**config.mk**
```make
export PLATFORM = sky130hd
export DESIGN_NAME = rpn_arith
export DESIGN_NICKNAME = d
export VERILOG_FILES = /design/src/rtl/rpn_pkg.sv /design/src/rtl/rpn_arith.sv
export SDC_FILE = /design/constraint.sdc
export NUM_CORES = 2
export LEC_CHECK = 0
export BUFFER_PORTS_ARGS = -buffer_cell sky130_fd_sc_hd__buf_2
export CORE_MARGIN = 1
export CORE_UTILIZATION = 35
export DETAILED_ROUTE_END_ITERATION = 8
export GPL_TIMING_DRIVEN = 0
export MAX_ROUTING_LAYER = met4
export SKIP_LAST_GASP = 1
export SYNTH_ARGS = -nofsm -noshare
export SYNTH_HDL_FRONTEND = slang
export SYNTH_SLANG_ARGS = --single-unit
```
**constraint.sdc**
```tcl
create_clock -name clk -period 8.5 [get_ports clk]
set_input_delay 0.85 -clock clk [delete_from_list [all_inputs] [get_ports clk]]
set_output_delay 0.85 -clock clk [all_outputs]
set_load 0.01 [all_outputs]
```
**src/rtl/rpn_pkg.sv**
```systemverilog
// Package for the RPN stack calculator: opcodes, status codes, sequencer states.
// No dependencies.
package rpn_pkg;
  localparam int STACK_DEPTH_DEF = 128;

  typedef enum logic [2:0] {
    OP_NUMBER = 3'd0,
    OP_ADD    = 3'd1,
    OP_SUB    = 3'd2,
    OP_MUL    = 3'd3,
    OP_DIV    = 3'd4,
    OP_EOL    = 3'd5
  } op_t;

  typedef enum logic [2:0] {
    ST_OK       = 3'd0,
    ST_ZERO_DIV = 3'd1,
    ST_FULL     = 3'd2,
    ST_EMPTY    = 3'd3,
    ST_UNKNOWN  = 3'd4
  } status_t;

  typedef enum logic [1:0] {
    AU_ADD = 2'd0,
    AU_SUB = 2'd1,
    AU_MUL = 2'd2,
    AU_DIV = 2'd3
  } au_op_t;

  typedef enum logic [3:0] {
    S_IDLE,
    S_RD_R,
    S_WT_R,
    S_GET_R,
    S_RD_L,
    S_WT_L,
    S_GET_L,
    S_CALC,
    S_WAIT_AU,
    S_PUSH,
    S_OUT
  } state_t;

  typedef struct packed {
    logic   start;
    au_op_t op;
  } au_req_t;
endpackage

```
**src/rtl/rpn_arith.sv**
```systemverilog
// Shared iterative arithmetic unit: saturating add/sub, shift-add multiply,
// restoring divide, all Q32.32. Depends on rpn_pkg.
module rpn_arith (
  input  logic                clk,
  input  logic                rst_n,
  input  rpn_pkg::au_req_t    req,
  input  logic signed [63:0]  a,
  input  logic signed [63:0]  b,
  output logic                done,
  output logic signed [63:0]  y
);
  import rpn_pkg::*;

  localparam logic [63:0] SIGN_BIT = 64'h8000_0000_0000_0000;
  localparam logic [63:0] POS_MAX  = 64'h7FFF_FFFF_FFFF_FFFF;

  logic         busy_r, busy_nxt;
  au_op_t       op_r, op_nxt;
  logic [6:0]   cnt_r, cnt_nxt;
  logic         neg_r, neg_nxt;
  logic [127:0] acc_r, acc_nxt;
  logic [63:0]  x_r, x_nxt;
  logic [63:0]  d_r, d_nxt;
  logic [64:0]  rem_r, rem_nxt;
  logic         over_r, over_nxt;
  logic         done_r, done_nxt;
  logic [63:0]  y_r, y_nxt;

  logic [63:0] ma, mb, sum, dif, mag;
  logic [64:0] rsh, rsub;
  logic        ovf;

  assign ma  = a[63] ? (64'd0 - a) : a;
  assign mb  = b[63] ? (64'd0 - b) : b;
  assign sum = a + b;
  assign dif = a - b;
  assign rsh = {rem_r[63:0], x_r[63]};
  assign rsub = rsh - {1'b0, d_r};

  always_comb begin
    busy_nxt = busy_r; op_nxt = op_r; cnt_nxt = cnt_r; neg_nxt = neg_r;
    acc_nxt = acc_r; x_nxt = x_r; d_nxt = d_r; rem_nxt = rem_r;
    over_nxt = over_r; done_nxt = 1'b0; y_nxt = y_r;
    mag = 64'd0; ovf = 1'b0;
    if (!busy_r && req.start) begin
      op_nxt = req.op;
      neg_nxt = a[63] ^ b[63];
      unique case (req.op)
        AU_ADD: begin
          y_nxt = sum;
          if (!(a[63] ^ b[63]) && (sum[63] ^ a[63])) y_nxt = a[63] ? SIGN_BIT : POS_MAX;
          done_nxt = 1'b1;
        end
        AU_SUB: begin
          y_nxt = dif;
          if ((a[63] ^ b[63]) && (dif[63] ^ a[63])) y_nxt = a[63] ? SIGN_BIT : POS_MAX;
          done_nxt = 1'b1;
        end
        AU_MUL: begin
          busy_nxt = 1'b1; cnt_nxt = 7'd64; acc_nxt = '0; x_nxt = ma; d_nxt = mb;
        end
        AU_DIV: begin
          // dividend is |a| << 32 as 128 bits; top 32 bits always zero,
          // so 96 steps cover it, zeros shifting in for the low 32
          busy_nxt = 1'b1; cnt_nxt = 7'd96; x_nxt = ma;
          rem_nxt = '0; d_nxt = mb; acc_nxt = '0; over_nxt = 1'b0;
        end
        default: ;
      endcase
    end else if (busy_r) begin
      if (cnt_r != 7'd0) begin
        cnt_nxt = cnt_r - 7'd1;
        if (op_r == AU_MUL) begin
          acc_nxt = {acc_r[126:0], 1'b0} + (x_r[63] ? {64'd0, d_r} : 128'd0);
          x_nxt = {x_r[62:0], 1'b0};
        end else begin
          x_nxt = {x_r[62:0], 1'b0};
          if (!rsub[64]) begin
            rem_nxt = rsub;
            if (cnt_r > 7'd64) over_nxt = 1'b1;
            acc_nxt = {acc_r[126:0], 1'b1};
          end else begin
            rem_nxt = rsh;
            acc_nxt = {acc_r[126:0], 1'b0};
          end
        end
      end else begin
        busy_nxt = 1'b0;
        done_nxt = 1'b1;
        if (op_r == AU_MUL) begin
          ovf = acc_r[127:96] != 32'd0;
          mag = acc_r[95:32];
        end else begin
          ovf = over_r;
          mag = acc_r[63:0];
        end
        if (neg_r) y_nxt = (ovf || mag > SIGN_BIT) ? SIGN_BIT : (64'd0 - mag);
        else y_nxt = (ovf || mag > POS_MAX) ? POS_MAX : mag;
      end
    end
  end

  always_ff @(posedge clk) begin
    if (!rst_n) begin
      busy_r <= 1'b0; done_r <= 1'b0;
    end else begin
      busy_r <= busy_nxt; done_r <= done_nxt;
    end
    op_r <= op_nxt; cnt_r <= cnt_nxt; neg_r <= neg_nxt; acc_r <= acc_nxt;
    x_r <= x_nxt; d_r <= d_nxt; rem_r <= rem_nxt; over_r <= over_nxt; y_r <= y_nxt;
  end

  assign done = done_r;
  assign y = y_r;

`ifndef SYNTH
  a_done_pulse: assert property (@(posedge clk) disable iff (!rst_n)
    done_r |=> !done_r || $past(req.start)) else $error("done held");
  a_busy_no_done: assert property (@(posedge clk) disable iff (!rst_n)
    busy_r && cnt_r != 7'd0 |=> !done_r) else $error("done during iteration");
  a_cnt_range: assert property (@(posedge clk) disable iff (!rst_n)
    busy_r |-> cnt_r <= 7'd96) else $error("count out of range");
`endif
endmodule
```
==> impl_metrics.json <==
{
  "total_power_mw": 7.75,
  "grt_antenna_before_repair": 7,
  "cts_root_buf": "clkbuf_16",
  "layout_worst_path_cycle_share": 0.940,
  "synth_seq_cells": 397,
  "ys_seq_area_frac": 0.302,
  "placed_area_um2": 42400,
  "grt_setup_unrepaired": "no",
  "ys_async_sr_fraction": 0,
  "r2r_cells": 18,
  "htreeDepth": 2,
  "worst_slack_ps": 509,
  "cp.required_ps": 8830,
  "cp_max_fo": 10,
  "register_area_um2": 11900,
  "p_comb_frac": 0.389,
  "coreArea_um2": 111000,
  "min_delay_worst_endpoint": "done",
  "leakage_nw": 17.0,
  "synth_enable_flop_cells": 395,
  "antenna_left": 0,
  "final_util": 0.396,
  "cts.clk_slew.worst_paths_ps": 60,
  "viasPerCell": 6.05,
  "slew-limit-headroom": 0.0527,
  "tritoncts": "built",
  "syn_nets": 5348,
  "critPathKind": "input pin to flop",
  "cts_buffers": 50,
  "whs_path_depth": 2,
  "ys.flop_type": "edfxtp_1",
  "grt-ovfl-total": 0,
  "synthTopCellsByCount": "562 x nand2_1, 560 x a21oi_1, 403 x nor2_1, 395 x edfxtp_1, 385 x o21ai_0",
  "synth_top_area_share": 0.301,
  "cts_setup_buffers": 0,
  "arrival_ps": 8330,
  "clock_path_buffers": 3,
  "syn_area_um2": 39400,
  "areaGrowthSynthToFinish_pct": 11.8,
  "critPathCaptureType": "flop",
  "finalInstanceArea_um2": 44000,
  "clk_latency_ps": 670,
  "finalWirelength_um": 182000,
  "syn_inst": 4950,
  "numPortBuffers": 197,
  "fin_nets": 5606,
  "tns_ps": 0,
  "irDropWorstVdd_mv": 0.174,
  "row_count": 122,
  "dieArea_um2": 114000,
  "r2r_slack_ps": 620,
  "internal_power_mw": 4.56,
  "cp-startpoint": "b[14]",
  "grt_max_degree": 68,
  "finalHoldViolations": 0,
  "drc": 0,
  "start_kind": "input pin",
  "seq_power_share": 0.338,
  "synth_largest_area_cell": "edfxtp_1",
  "worstHoldStart": "rst_n",
  "grt_usage": 0.320,
  "die_h_um": 337,
  "dp_hpwl_um": 147000,
  "wl_per_cell_um": 27.0,
  "switching_share": 0.412,
  "synth_cell_types": 90,
  "clkPwrFrac": 0.273,
  "cap_violations": 0,
  "timing.fmax_ghz": 0.125,
  "syn_area_per_cell_um2": 7.95,
  "drtPass1Iterations": 6,
  "timing.rr.start": "op_r[1]",
  "status": "completed",
  "grt_pass1_wl_um": 261000,
  "powerDensity_nw_per_um2": 176,
  "fin_skew_ps": 36.4,
  "p_switching_mw": 3.19,
  "yosysMostFrequentCell": "nand2_1",
  "min_path_type": "input pin to flop",
  "slew_violations": 0,
  "pin_count": 198,
  "clkSinkCount": 397,
  "period_needed_ps": 7990,
  "synth_area_leaders": "edfxtp_1 30%, ha_1 8.3%, a21oi_1 7.1%",
  "dieWidth_um": 337,
  "dpl_worst_slack_ps": -195,
  "fillers": 11700,
  "drt_iter0_markers": 4749,
  "gp_congestion": 1.05,
  "setup_violations": 0,
  "r2r-end": "y[36]",
  "initial_core_util": 0.354,
  "yosys_warnings": 0,
  "multi_input_area_um2": 25500,
  "grt_pass1_vias": 38200,
  "via_count": 40800,
  "tightest_slew_ps": 1410,
  "layout-drive-gt1-share": 0.0661
}
[power by group through the flow]
stage,Sequential (mW),Clock (mW),Combinational [mW]
after CTS,2.61,2.15,2.94
after floorplan,2.59,0,1.89
after detailed placement,2.64,0,2.91
after global placement,2.69,0,2.89
after global routing,2.63,2.21,3.23
final,2.62,2.12,3.01
[kinds of logic after synthesis]
logic type / after synthesis / share of synthesized area
multiplexers: 60 / 0.0154
flip-flops: 397 / 0.302
adder cells (fa/ha/maj): 266 / 0.0855
buffers and inverters: 535 / 0.0514
XOR/XNOR: 397 / 0.0884
AND/OR/NAND/NOR: 1654 / 0.198
AO/OA/AOI/OAI: 1641 / 0.258
[critical path: stages]
cell and delay (ps):
buf_2 140, inv_1 70, ha_1 350, buf_1 430, nand4_1 240, nor3_1 340
o2111ai_1 190, nand3_1 290, a41oi_2 410, o21ai_0 740, a221oi_1 330, o31ai_1 390
a21o_1 190, a21oi_1 100, fa_1 550, nor3_1 110, a21oi_1 1060, clkbuf_1 660
a21oi_1 140, o31ai_1 720
[cells in the final DEF, fill, tap and decap left out, types with 37 or more instances in the layout]
cell type / Yosys / final
a21boi_0: 53 / 53
a21o_1: 120 / 120
a21oi_1: 560 / 560
a31oi_1: 47 / 47
and3_1: 51 / 51
buf_2: 9 / 208
clkbuf_1: 251 / 257
clkbuf_16: 0 / 51
edfxtp_1: 395 / 395
ha_1: 260 / 260
inv_1: 238 / 238
mux2i_1: 55 / 55
nand2_1: 562 / 562
nand2b_1: 38 / 37
nand3_1: 100 / 100
nand4_1: 84 / 84
nor2_1: 403 / 403
nor2b_1: 39 / 39
nor3_1: 136 / 136
nor4_1: 63 / 63
o21ai_0: 385 / 383
o21bai_1: 64 / 64
o31ai_1: 99 / 99
or3_1: 66 / 66
xnor2_1: 256 / 256
xor2_1: 141 / 141
[registers in the layout (all words and copies together), names as in the netlist]
name	count
y	64
done	1
op_r	2
neg_r	1
x_r	64
acc_r	128
busy_r	1
cnt_r	7
d_r	64
over_r	1
rem_r	64
[how the worst max path moves through the flow]
stage | cells after the start | to
final | 20 | y[7]
after global routing | 22 | y[38]
after CTS | 22 | y[38]
after detailed placement | 22 | y[38]
after global placement | 6 | x_r[26]
after floorplan | 5 | acc_r[0]
[what timing repair did]
item | in CTS | in global routing
endpoints found under the hold margin | 0 | 0
endpoints found under the setup margin | 0 | 2
gates resized for setup | 0 | 1
hold buffers | 0 | 0
[layer usage]
metal,share of wire,global-route usage,wire length [µm]
met5,0,-,0
met4,0.050,0.140,9110
met2,0.45,0.497,82000
met1,0.42,0.414,76500
met3,0.080,0.0461,14500
[per-stage QoR]
| stage | cells | hold WS (ps) |
|---|---|---|
| finish | 6736 | 423 |
| global route | 6736 | 420 |
| CTS | 6735 | 375 |
| detailed placement | 6644 | 513 |
| global placement | 6635 | 504 |
| floorplan | 4950 | 496 |
[layout make-up]
| class | count | share of cell area |
|---|---|---|
| diodes | 1 | 0.0000569 |
| plain buffers | 288 | 0.0250 |
| clock buffers | 58 | 0.0296 |
| clock inverters | 33 | 0.00572 |
| inverters | 247 | 0.0211 |
| multi-input cells | 4018 | 0.579 |
| flip-flops and latches | 397 | 0.271 |
| well taps | 1488 | 0.0423 |
| repair buffers | 206 | 0.0268 |
(Power assumes the default switching activity.)
